## config.mk

```make
export PLATFORM = sky130hd
export DESIGN_NAME = fixed_block_pool_allocator_unit
export DESIGN_NICKNAME = d
export VERILOG_FILES = /design/src/rtl/fbpa_pkg.sv /design/src/rtl/fixed_block_pool_allocator_unit.sv /design/src/rtl/fbpa_scan.sv
export SDC_FILE = /design/constraint.sdc
export NUM_CORES = 1
export LEC_CHECK = 0
export ABC_AREA = 1
export BUFFER_PORTS_ARGS = -buffer_cell sky130_fd_sc_hd__buf_4
export CORE_MARGIN = 2
export CORE_UTILIZATION = 50
export CTS_CLUSTER_SIZE = 8
export DETAILED_ROUTE_END_ITERATION = 12
export PLACE_DENSITY = 0.69
export SLEW_MARGIN = 40
export SYNTH_ARGS = -nofsm -noshare
export SYNTH_HDL_FRONTEND = slang
export SYNTH_SLANG_ARGS = --single-unit
export TNS_END_PERCENT = 50
```

## constraint.sdc

```tcl
create_clock -name clk -period 2.5 [get_ports clk]
set_input_delay 0.5 -clock clk [delete_from_list [all_inputs] [get_ports clk]]
set_output_delay 0.5 -clock clk [all_outputs]
set_load 0.01 [all_outputs]
```

## src/rtl/fbpa_pkg.sv

```systemverilog
`timescale 1ns / 1ps

package fbpa_pkg;

	// field widths
	localparam int IDX_W = 6;
	localparam int CNT_W = 7;

	// the used map never holds more than this many blocks
	localparam int MAP_DEPTH_MAX = 64;
	localparam int NUM_BLOCKS_DEF = 64;
	localparam logic [CNT_W-1:0] NUM_BLOCKS_RESET = 7'd64;

	// search chunk handled per cycle
	localparam int CHUNK_W = 16;
	localparam int CHUNK_IW = 4;

	// request codes
	localparam logic [1:0] REQ_ALLOC    = 2'd0;
	localparam logic [1:0] REQ_ALLOC_AT = 2'd1;
	localparam logic [1:0] REQ_FREE     = 2'd2;

	typedef enum logic [1:0] {
		STAT_DONE      = 2'd0,
		STAT_NOCHANGE  = 2'd1,
		STAT_EXHAUSTED = 2'd2,
		STAT_RANGE     = 2'd3
	} status_t;

	typedef struct packed {
		logic             busy;
		logic             fwd_found;
		logic [IDX_W-1:0] fwd_idx;
		logic             all_found;
		logic [IDX_W-1:0] all_idx;
	} scan_res_t;

	// position of the lowest set bit, zero when none
	function automatic logic [CHUNK_IW-1:0] lowest_set(input logic [CHUNK_W-1:0] v);
		logic [CHUNK_IW-1:0] r;
		r = '0;
		for (int i = CHUNK_W - 1; i >= 0; i--) begin
			if (v[i]) begin
				r = CHUNK_IW'(i);
			end
		end
		return r;
	endfunction

	// pool size limited to 1 .. cap
	function automatic logic [CNT_W-1:0] clamp_count(input logic [CNT_W-1:0] v,
			input logic [CNT_W-1:0] cap);
		logic [CNT_W-1:0] r;
		r = v;
		if (v == '0) begin
			r = CNT_W'(1);
		end else if (v > cap) begin
			r = cap;
		end
		return r;
	endfunction

endpackage

```

## src/rtl/fixed_block_pool_allocator_unit.sv

```systemverilog
`timescale 1ns / 1ps

// fixed-size block pool allocator: keeps one used bit per block, a first-pass
// cursor and a free-block count. allocate-next (req_type 0) hands out the first
// free block at or after the cursor, then the lowest free block once the cursor
// has run off the end of the pool; allocate-at (1) and free (2) act on
// block_index. each request gives exactly one result with status, index and the
// free count after the request. one request is handled at a time: in_ready is
// high only while the sequencer is idle. allocate-next with a free block runs
// the chunk search, which walks the used map 16 blocks per cycle; allocate-at,
// free and unknown requests skip it. a result waiting on out_ready does not
// stop the next request from being accepted. writing cfg_data sets the pool
// size (0 acts as 1, values above the map size are clamped) and frees every
// block; write it only while no request is in flight.
module fixed_block_pool_allocator_unit import fbpa_pkg::*; #(
	parameter int NUM_BLOCKS = NUM_BLOCKS_DEF
) (
	input  logic             clk,
	input  logic             arst_n,
	// request channel
	input  logic             in_valid,
	output logic             in_ready,
	input  logic [1:0]       req_type,
	input  logic [IDX_W-1:0] block_index,
	// result channel
	output logic             out_valid,
	input  logic             out_ready,
	output logic [1:0]       status,
	output logic [IDX_W-1:0] granted_index,
	output logic [CNT_W-1:0] free_count,
	// pool size write channel
	input  logic             cfg_valid,
	output logic             cfg_ready,
	input  logic [CNT_W-1:0] cfg_data
);

	// map holds at most 64 blocks
	localparam int MapDepth = (NUM_BLOCKS < MAP_DEPTH_MAX) ? NUM_BLOCKS : MAP_DEPTH_MAX;
	localparam int MapIw    = $clog2(MapDepth);
	localparam logic [CNT_W-1:0] CapN = CNT_W'(MapDepth);

	typedef enum logic [2:0] {
		S_IDLE = 3'b001,
		S_SCAN = 3'b010,
		S_FIN  = 3'b100
	} state_t;

	state_t           state_q;
	logic [MapDepth-1:0] used_q;
	logic [CNT_W-1:0] n_q;        // effective pool size
	logic [CNT_W-1:0] cursor_q;   // first-pass cursor, never beyond n_q
	logic [CNT_W-1:0] free_q;
	logic [1:0]       req_q;
	logic [IDX_W-1:0] idx_q;

	// output register
	logic             out_valid_q;
	status_t          status_q;
	logic [IDX_W-1:0] granted_q;
	logic [CNT_W-1:0] count_q;

	logic in_fire;
	logic cfg_fire;
	logic fin_fire;
	logic scan_start;

	logic [MapDepth-1:0] fwd_vec;
	logic [MapDepth-1:0] all_vec;
	scan_res_t           scan_res;

	// results of the finishing step
	status_t          fin_status;
	logic [IDX_W-1:0] fin_granted;
	logic             fin_we;
	logic             fin_bit;
	logic [CNT_W-1:0] fin_free;
	logic [CNT_W-1:0] fin_cursor;
	logic             idx_in_pool;
	logic             idx_used;

	assign in_ready  = (state_q == S_IDLE);
	assign cfg_ready = (state_q == S_IDLE);
	assign in_fire   = in_valid && in_ready;
	assign cfg_fire  = cfg_valid && cfg_ready;
	// finish once the output register is empty or being emptied
	assign fin_fire  = (state_q == S_FIN) && (!out_valid_q || out_ready);

	// search only when a free block exists
	assign scan_start = in_fire && (req_type == REQ_ALLOC) && (free_q != '0);

	// candidate maps: free blocks in the pool, and those at or past the cursor
	always_comb begin
		for (int i = 0; i < MapDepth; i++) begin
			all_vec[i] = !used_q[i] && (CNT_W'(i) < n_q);
			fwd_vec[i] = all_vec[i] && (CNT_W'(i) >= cursor_q);
		end
	end

	fbpa_scan #(
		.MAP_DEPTH (MapDepth)
	) u_scan (
		.clk     (clk),
		.arst_n  (arst_n),
		.start   (scan_start),
		.fwd_vec (fwd_vec),
		.all_vec (all_vec),
		.res     (scan_res)
	);

	assign idx_in_pool = ({1'b0, idx_q} < n_q);
	assign idx_used    = used_q[idx_q[MapIw-1:0]];

	always_comb begin
		fin_status  = STAT_NOCHANGE;
		fin_granted = '0;
		fin_we      = 1'b0;
		fin_bit     = 1'b0;
		fin_free    = free_q;
		fin_cursor  = cursor_q;
		case (req_q)
			REQ_ALLOC: begin
				fin_status = STAT_EXHAUSTED;
				if (free_q != '0) begin
					if (scan_res.fwd_found) begin
						// first pass: block at the cursor, skipping taken ones
						fin_status  = STAT_DONE;
						fin_granted = scan_res.fwd_idx;
						fin_cursor  = {1'b0, scan_res.fwd_idx} + CNT_W'(1);
					end else begin
						// cursor has run off the pool: lowest free block
						fin_cursor = n_q;
						if (scan_res.all_found) begin
							fin_status  = STAT_DONE;
							fin_granted = scan_res.all_idx;
						end
					end
					if (fin_status == STAT_DONE) begin
						fin_we   = 1'b1;
						fin_bit  = 1'b1;
						fin_free = free_q - CNT_W'(1);
					end
				end
			end
			REQ_ALLOC_AT: begin
				if (!idx_in_pool) begin
					fin_status = STAT_RANGE;
				end else begin
					fin_granted = idx_q;
					if (!idx_used) begin
						fin_status = STAT_DONE;
						fin_we     = 1'b1;
						fin_bit    = 1'b1;
						if (free_q != '0) begin
							fin_free = free_q - CNT_W'(1);
						end
					end
				end
			end
			REQ_FREE: begin
				if (!idx_in_pool) begin
					fin_status = STAT_RANGE;
				end else begin
					fin_granted = idx_q;
					if (idx_used) begin
						fin_status = STAT_DONE;
						fin_we     = 1'b1;
						fin_bit    = 1'b0;
						if (free_q < n_q) begin
							fin_free = free_q + CNT_W'(1);
						end
					end
				end
			end
			default: begin
				// unknown request: no change, index reads zero
				fin_status = STAT_NOCHANGE;
			end
		endcase
	end

	// sequencer
	always_ff @(posedge clk or negedge arst_n) begin
		if (!arst_n) begin
			state_q <= S_IDLE;
		end else begin
			case (state_q)
				S_IDLE: begin
					if (scan_start) begin
						state_q <= S_SCAN;
					end else if (in_fire) begin
						state_q <= S_FIN;
					end
				end
				S_SCAN: begin
					if (!scan_res.busy) begin
						state_q <= S_FIN;
					end
				end
				S_FIN: begin
					if (fin_fire) begin
						state_q <= S_IDLE;
					end
				end
				default: begin
					state_q <= S_IDLE;
				end
			endcase
		end
	end

	// request capture
	always_ff @(posedge clk or negedge arst_n) begin
		if (!arst_n) begin
			req_q <= REQ_ALLOC;
			idx_q <= '0;
		end else if (in_fire) begin
			req_q <= req_type;
			idx_q <= block_index;
		end
	end

	// pool state: used map, cursor, free count, pool size
	always_ff @(posedge clk or negedge arst_n) begin
		if (!arst_n) begin
			used_q   <= '0;
			n_q      <= clamp_count(NUM_BLOCKS_RESET, CapN);
			cursor_q <= '0;
			free_q   <= clamp_count(NUM_BLOCKS_RESET, CapN);
		end else if (cfg_fire) begin
			// new pool size frees everything
			used_q   <= '0;
			n_q      <= clamp_count(cfg_data, CapN);
			cursor_q <= '0;
			free_q   <= clamp_count(cfg_data, CapN);
		end else if (fin_fire) begin
			if (fin_we) begin
				used_q[fin_granted[MapIw-1:0]] <= fin_bit;
			end
			cursor_q <= fin_cursor;
			free_q   <= fin_free;
		end
	end

	// output register
	always_ff @(posedge clk or negedge arst_n) begin
		if (!arst_n) begin
			out_valid_q <= 1'b0;
			status_q    <= STAT_DONE;
			granted_q   <= '0;
			count_q     <= '0;
		end else begin
			if (fin_fire) begin
				out_valid_q <= 1'b1;
				status_q    <= fin_status;
				granted_q   <= fin_granted;
				count_q     <= fin_free;
			end else if (out_ready) begin
				out_valid_q <= 1'b0;
			end
		end
	end

	assign out_valid     = out_valid_q;
	assign status        = status_q;
	assign granted_index = granted_q;
	assign free_count    = count_q;

`ifndef SYNTH
	// free count always matches the number of unused blocks in the pool
	assert property (@(posedge clk) disable iff (!arst_n)
		(CNT_W'($countones(used_q)) + free_q) == n_q)
		else $error("free count out of step with used map");

	// cursor never passes the end of the pool
	assert property (@(posedge clk) disable iff (!arst_n)
		cursor_q <= n_q)
		else $error("cursor beyond pool");

	// one request at a time
	assert property (@(posedge clk) disable iff (!arst_n)
		in_fire |=> !in_ready)
		else $error("request taken while busy");

	// search runs only inside the scan phase
	assert property (@(posedge clk) disable iff (!arst_n)
		scan_res.busy |-> (state_q == S_SCAN))
		else $error("search active outside scan phase");

	// a completed allocate-next always leaves its block marked used
	assert property (@(posedge clk) disable iff (!arst_n)
		(fin_fire && (req_q == REQ_ALLOC) && (fin_status == STAT_DONE))
		|=> used_q[$past(fin_granted[MapIw-1:0])])
		else $error("granted block not marked used");
`endif

endmodule

```

## src/rtl/fbpa_scan.sv

```systemverilog
`timescale 1ns / 1ps

module fbpa_scan import fbpa_pkg::*; #(
	parameter int MAP_DEPTH = MAP_DEPTH_MAX
) (
	input  logic                 clk,
	input  logic                 arst_n,
	input  logic                 start,
	input  logic [MAP_DEPTH-1:0] fwd_vec,
	input  logic [MAP_DEPTH-1:0] all_vec,
	output scan_res_t            res
);

	localparam int NumChunks = (MAP_DEPTH + CHUNK_W - 1) / CHUNK_W;
	localparam int PadW      = NumChunks * CHUNK_W;
	localparam int LeftW     = $clog2(NumChunks + 1);

	logic [PadW-1:0]  fwd_q;
	logic [PadW-1:0]  all_q;
	logic [CNT_W-1:0] base_q;
	logic [LeftW-1:0] left_q;
	logic             fwd_found_q;
	logic [IDX_W-1:0] fwd_idx_q;
	logic             all_found_q;
	logic [IDX_W-1:0] all_idx_q;

	logic [CHUNK_W-1:0] fwd_chunk;
	logic [CHUNK_W-1:0] all_chunk;
	logic [IDX_W-1:0]   fwd_pos;
	logic [IDX_W-1:0]   all_pos;

	// chunk search on both maps: lowest set bit of the current chunk
	assign fwd_chunk = fwd_q[CHUNK_W-1:0];
	assign all_chunk = all_q[CHUNK_W-1:0];
	assign fwd_pos   = IDX_W'(base_q + CNT_W'(lowest_set(fwd_chunk)));
	assign all_pos   = IDX_W'(base_q + CNT_W'(lowest_set(all_chunk)));

	always_ff @(posedge clk or negedge arst_n) begin
		if (!arst_n) begin
			fwd_q       <= '0;
			all_q       <= '0;
			base_q      <= '0;
			left_q      <= '0;
			fwd_found_q <= 1'b0;
			fwd_idx_q   <= '0;
			all_found_q <= 1'b0;
			all_idx_q   <= '0;
		end else if (start) begin
			fwd_q       <= PadW'(fwd_vec);
			all_q       <= PadW'(all_vec);
			base_q      <= '0;
			left_q      <= LeftW'(NumChunks);
			fwd_found_q <= 1'b0;
			all_found_q <= 1'b0;
		end else if (left_q != '0) begin
			fwd_q  <= fwd_q >> CHUNK_W;
			all_q  <= all_q >> CHUNK_W;
			base_q <= base_q + CNT_W'(CHUNK_W);
			left_q <= left_q - LeftW'(1);
			if (!fwd_found_q && (|fwd_chunk)) begin
				fwd_found_q <= 1'b1;
				fwd_idx_q   <= fwd_pos;
			end
			if (!all_found_q && (|all_chunk)) begin
				all_found_q <= 1'b1;
				all_idx_q   <= all_pos;
			end
		end
	end

	assign res.busy      = (left_q != '0);
	assign res.fwd_found = fwd_found_q;
	assign res.fwd_idx   = fwd_idx_q;
	assign res.all_found = all_found_q;
	assign res.all_idx   = all_idx_q;

endmodule

```

==> impl_metrics.xml <==
<?xml version="1.0" encoding="UTF-8"?>
<metrics>
  <group name="worst_setup_path">
    <metric name="cell_by_cell_listing_of_the_critical_path" unit="">inv_2, ha_4, a21oi_2, nor2_1, a21oi_1, and2_4, nand3_1, nand2_2, nand2_4, buf_4, nor3_4, buf_6, nand2_4, o21ai_1, nand2_1</metric>
    <metric name="critPathArrivalTime" unit="ns">2.90</metric>
    <metric name="crit_buf_inv" unit="">3</metric>
    <metric name="type_of_the_worst_setup_path" unit="">flip-flop to flip-flop</metric>
    <metric name="endpoint_kind" unit="">flip-flop</metric>
    <metric name="cpMaxStageDelayCell" unit="">sky130_fd_sc_hd__dfrtp_1</metric>
    <metric name="timing.critical_path.slowest_cell_delay" unit="ns">0.38</metric>
    <metric name="path_delay_family" unit="">simple AND/OR/NAND/NOR gates</metric>
    <metric name="crit-reg2reg-launch" unit="">n_q[4]</metric>
    <metric name="cp.required" unit="ns">2.91</metric>
    <metric name="crit_path_max_fanout" unit="">8</metric>
    <metric name="critical_path.startpoint" unit="">n_q[4]</metric>
    <metric name="start_kind" unit="">flip-flop</metric>
    <metric name="most_frequent_cell_on_the_critical_path" unit="">sky130_fd_sc_hd__nand2_4</metric>
  </group>
  <group name="synth">
    <metric name="yosys.cell_types.count" unit="">55</metric>
    <metric name="ys_top_cells_by_area" unit="">sky130_fd_sc_hd__dfrtp_1 42%, sky130_fd_sc_hd__nand2_1 13%, sky130_fd_sc_hd__nand3_1 6.2%</metric>
    <metric name="postSynthNetCount" unit="">2122</metric>
    <metric name="synth_most_common_cell" unit="">sky130_fd_sc_hd__nand2_1</metric>
    <metric name="synth_top_cell_area_share" unit="">0.418</metric>
    <metric name="syn-cell-area" unit="um^2">15300</metric>
    <metric name="synth_top_cell_by_area" unit="">sky130_fd_sc_hd__dfrtp_1</metric>
    <metric name="syn_avg_cell_area" unit="um^2">7.36</metric>
    <metric name="synthesis.yosys.warnings" unit="">0</metric>
    <metric name="number_of_enable_flip_flop_cells_after_synthesis" unit="">0</metric>
    <metric name="ys_dominant_reg_cell" unit="">sky130_fd_sc_hd__dfrtp_1</metric>
    <metric name="synth-seq-cells" unit="">259</metric>
    <metric name="synth_seq_area_share" unit="">0.423</metric>
    <metric name="synth-async-reset-ratio" unit="">1.00</metric>
    <metric name="synth_common_cells" unit="">520 x sky130_fd_sc_hd__nand2_1, 256 x sky130_fd_sc_hd__dfrtp_1, 237 x sky130_fd_sc_hd__inv_1</metric>
    <metric name="syn_inst" unit="">2082</metric>
  </group>
  <group name="cells_and_area">
    <metric name="finalInstanceArea" unit="um^2">18700</metric>
    <metric name="relative_area_change_from_synthesis_to_final_layout" unit="%">22.0</metric>
    <metric name="postLayoutCoreUtil" unit="">0.616</metric>
    <metric name="antenna-diode-count" unit="">0</metric>
    <metric name="layout.filler_cells" unit="">2734</metric>
    <metric name="finish.net_count" unit="">2261</metric>
    <metric name="final_layout_size_suffix_gt1_frac" unit="">0.177</metric>
  </group>
  <group name="floorplanning">
    <metric name="floorplan.initialDensity" unit="">0.505</metric>
    <metric name="floorplan.die_area" unit="um^2">32100</metric>
    <metric name="std_cell_rows" unit="">64</metric>
    <metric name="die_height" unit="um">179</metric>
    <metric name="num_io_pins" unit="">38</metric>
    <metric name="die_w" unit="um">179</metric>
    <metric name="placeableCoreArea" unit="um^2">30300</metric>
  </group>
  <group name="placement">
    <metric name="hpwl" unit="um">40100</metric>
    <metric name="post-place-ws" unit="ns">-0.124</metric>
    <metric name="numPortBuffers" unit="">37</metric>
    <metric name="place_area" unit="um^2">16900</metric>
    <metric name="gp_congestion" unit="">1.02</metric>
  </group>
  <group name="power">
    <metric name="power_per_cell_area" unit="nW/um^2">1440</metric>
    <metric name="ir_drop" unit="uV">1050</metric>
    <metric name="total_power" unit="mW">27.0</metric>
    <metric name="cellLeakagePower" unit="nW">9.19</metric>
  </group>
  <group name="timing">
    <metric name="setup_viol" unit="">0</metric>
    <metric name="finalClockSkew" unit="ns">0.0158</metric>
    <metric name="post-route-min-period" unit="ns">2.49</metric>
    <metric name="finalCritPeriodShare" unit="">0.996</metric>
    <metric name="setup_repair_after_global_routing_missed_its_margin" unit="">yes</metric>
    <metric name="final_hold_viol_count" unit="">0</metric>
    <metric name="timing.max_slew.rel_slack" unit="">0.579</metric>
    <metric name="final.setup.worst_slack" unit="ns">0.0107</metric>
    <metric name="pins_over_slew_limit" unit="">0</metric>
    <metric name="max_freq" unit="MHz">402</metric>
    <metric name="worst-slew-pin-transition" unit="ns">0.628</metric>
  </group>
  <group name="drt">
    <metric name="drt_pre_antenna_iters" unit="">6</metric>
    <metric name="postRouteAntennaNets" unit="">0</metric>
    <metric name="wirelength" unit="um">55800</metric>
    <metric name="detail_route.vias_per_cell" unit="">5.97</metric>
    <metric name="routedWlPerCell" unit="um">21.2</metric>
    <metric name="dr_vias" unit="">15700</metric>
    <metric name="drc" unit="">0</metric>
    <metric name="drtIter0Drc" unit="">1958</metric>
  </group>
  <group name="cts">
    <metric name="clk_tree_root_cell" unit="">sky130_fd_sc_hd__clkbuf_16</metric>
    <metric name="worst_skew_pair.late_latency" unit="ns">0.54</metric>
    <metric name="cts.path.max_buffers" unit="">3</metric>
    <metric name="cts_made_buffers" unit="">38</metric>
    <metric name="cts.sinks" unit="">259</metric>
    <metric name="tritoncts_clock_tree" unit="">yes</metric>
    <metric name="cts.htree.levels" unit="">2</metric>
    <metric name="clkSlewWorstSetupHoldPaths" unit="ns">0.05</metric>
  </group>
  <group name="outcome">
    <metric name="outcome" unit="">finished, final reports clean</metric>
  </group>
  <group name="global_routing">
    <metric name="globalRouteOverflowTotal" unit="">0</metric>
    <metric name="first_global_vias" unit="">14800</metric>
    <metric name="antenna_violations_before_repair" unit="">0</metric>
    <metric name="global_route_total_usage_across_every_layer" unit="">0.348</metric>
    <metric name="grt_start_max_net_pins" unit="">91</metric>
    <metric name="grt_first_pass_wirelength" unit="um">84900</metric>
  </group>
  <group name="worst_hold_path">
    <metric name="holdCritPathClass" unit="">input pin to flip-flop</metric>
    <metric name="min-delay-start" unit="">in_valid</metric>
  </group>
  <group name="run">
    <metric name="max_cap_violations" unit="">0</metric>
  </group>
</metrics>
[layout by cell type (no fill, tap or decap), types with 10 or more instances in the layout]
master                      instances
sky130_fd_sc_hd__a211oi_1          20
sky130_fd_sc_hd__a21oi_1           83
sky130_fd_sc_hd__buf_12            17
sky130_fd_sc_hd__buf_4            170
sky130_fd_sc_hd__buf_6             10
sky130_fd_sc_hd__clkbuf_1          11
sky130_fd_sc_hd__clkbuf_16         42
sky130_fd_sc_hd__dfrtp_1          254
sky130_fd_sc_hd__ha_1              15
sky130_fd_sc_hd__inv_1            229
sky130_fd_sc_hd__inv_2             18
sky130_fd_sc_hd__nand2_1          510
sky130_fd_sc_hd__nand2_2           14
sky130_fd_sc_hd__nand2_4           10
sky130_fd_sc_hd__nand3_1          181
sky130_fd_sc_hd__nand3_2           10
sky130_fd_sc_hd__nand3_4           14
sky130_fd_sc_hd__nand4_1           61
sky130_fd_sc_hd__nor2_1           137
sky130_fd_sc_hd__nor2_2            30
sky130_fd_sc_hd__nor2_4            15
sky130_fd_sc_hd__nor3_1            13
sky130_fd_sc_hd__o211ai_1          35
sky130_fd_sc_hd__o21ai_0          158
sky130_fd_sc_hd__o21ai_1           11
sky130_fd_sc_hd__o221ai_1          22
sky130_fd_sc_hd__o22ai_1           20
sky130_fd_sc_hd__xor2_1            10
[metrics by stage]
| stage | hold WS, ns | std cells | setup TNS, ns |
|---|---|---|---|
| 2_1_floorplan | 0.204 | 2082 | 0 |
| 3_3_place_gp | 0.462 | 2555 | -0.00472 |
| 3_5_place_dp | 0.461 | 2555 | -2.14 |
| 4_1_cts | 0.151 | 2610 | 0 |
| 5_1_grt | 0.171 | 2631 | -1.67 |
| 6_report | 0.170 | 2631 | 0 |
[logic make-up after synthesis]
family / share of synthesized area
adder cells (fa/ha/maj): 0.0163
flip-flops: 0.423
buffers and inverters: 0.0982
XOR/XNOR: 0.00629
multiplexers: 0.000735
AND/OR/NAND/NOR: 0.293
AO/OA/AOI/OAI: 0.162
[routing by layer]
| metal | up-vias | GRT usage | part of all wire |
|---|---|---|---|
| met3 | 162 | 0.0562 | 0.10 |
| met1 | 7484 | 0.483 | 0.41 |
| met4 | 0 | 0.147 | 0.047 |
| met2 | 858 | 0.539 | 0.45 |
| met5 | - | 0 | 0 |
| li1 | 7211 | - | - |
[final cells by class]
| class | count | area [um^2] | area share |
|---|---|---|---|
| sequential | 259 | 6490 | 0.347 |
| clock buffer | 51 | 1030 | 0.0552 |
| tap | 396 | 495 | 0.0265 |
| timing repair buffer | 202 | 1830 | 0.0979 |
| clock inverter | 3 | 33.8 | 0.00181 |
| multi-input combinational | 1459 | 7800 | 0.417 |
| inverter | 261 | 1010 | 0.0543 |
[worst paths after layout]
| kind | slack (ns) | to | cells after the start |
|---|---|---|---|
| min in group asynchronous | 0.49 | u_scan.all_found_q | 2 |
| setup / recovery | 0.01 | used_q[62] | 15 |
| max in group asynchronous | 1.29 | state_q[0] | 3 |
| hold / removal | 0.17 | state_q[0] | 2 |
| setup reg to reg | 0.01 | used_q[62] | 15 |
| hold reg to reg | 0.48 | free_count[0] | 2 |
[what timing repair did]
action                                  in CTS  in global routing
endpoints found under the hold margin       46                  0
pin swaps                                    1                 16
cloned                                       0                  4
hold buffers                                 1                  0
resized for setup                            9                129
setup buffers                                0                 17
endpoints found under the setup margin      65                193
[where the power goes]
part / total, mW / internal [mW] / leakage (nW) / switching (mW)
registers: 6.12 / 5.29 / 3.47 / 0.824
logic: 16.1 / 5.56 / 5.20 / 10.6
clock network: 4.78 / 2.85 / 0.519 / 1.93
[state kept, by name, indices dropped and copies added, names as in the netlist]
register,count
idx_q,6
used_q,64
granted_index,6
u_scan.all_idx_q,6
n_q,7
state_q,3
u_scan.all_found_q,1
out_valid,1
u_scan.base_q,2
u_scan.all_q,64
u_scan.fwd_q,64
u_scan.fwd_found_q,1
cursor_q,7
req_q,2
free_q,7
status,2
u_scan.fwd_idx_q,6
u_scan.left_q,3
free_count,7
[worst register-to-register path, stage by stage, from the launching register on]
cell                      delay (ns)
sky130_fd_sc_hd__dfrtp_1        0.38
sky130_fd_sc_hd__inv_2          0.09
sky130_fd_sc_hd__ha_4           0.21
sky130_fd_sc_hd__a21oi_2        0.12
sky130_fd_sc_hd__nor2_1         0.05
sky130_fd_sc_hd__a21oi_1        0.14
sky130_fd_sc_hd__and2_4         0.22
sky130_fd_sc_hd__nand3_1        0.09
sky130_fd_sc_hd__nand2_2        0.12
sky130_fd_sc_hd__nand2_4        0.13
sky130_fd_sc_hd__buf_4          0.20
sky130_fd_sc_hd__nor3_4         0.21
sky130_fd_sc_hd__buf_6          0.15
sky130_fd_sc_hd__nand2_4        0.07
sky130_fd_sc_hd__o21ai_1        0.13
sky130_fd_sc_hd__nand2_1        0.07
Note: power is estimated with default switching activity, not from simulation.
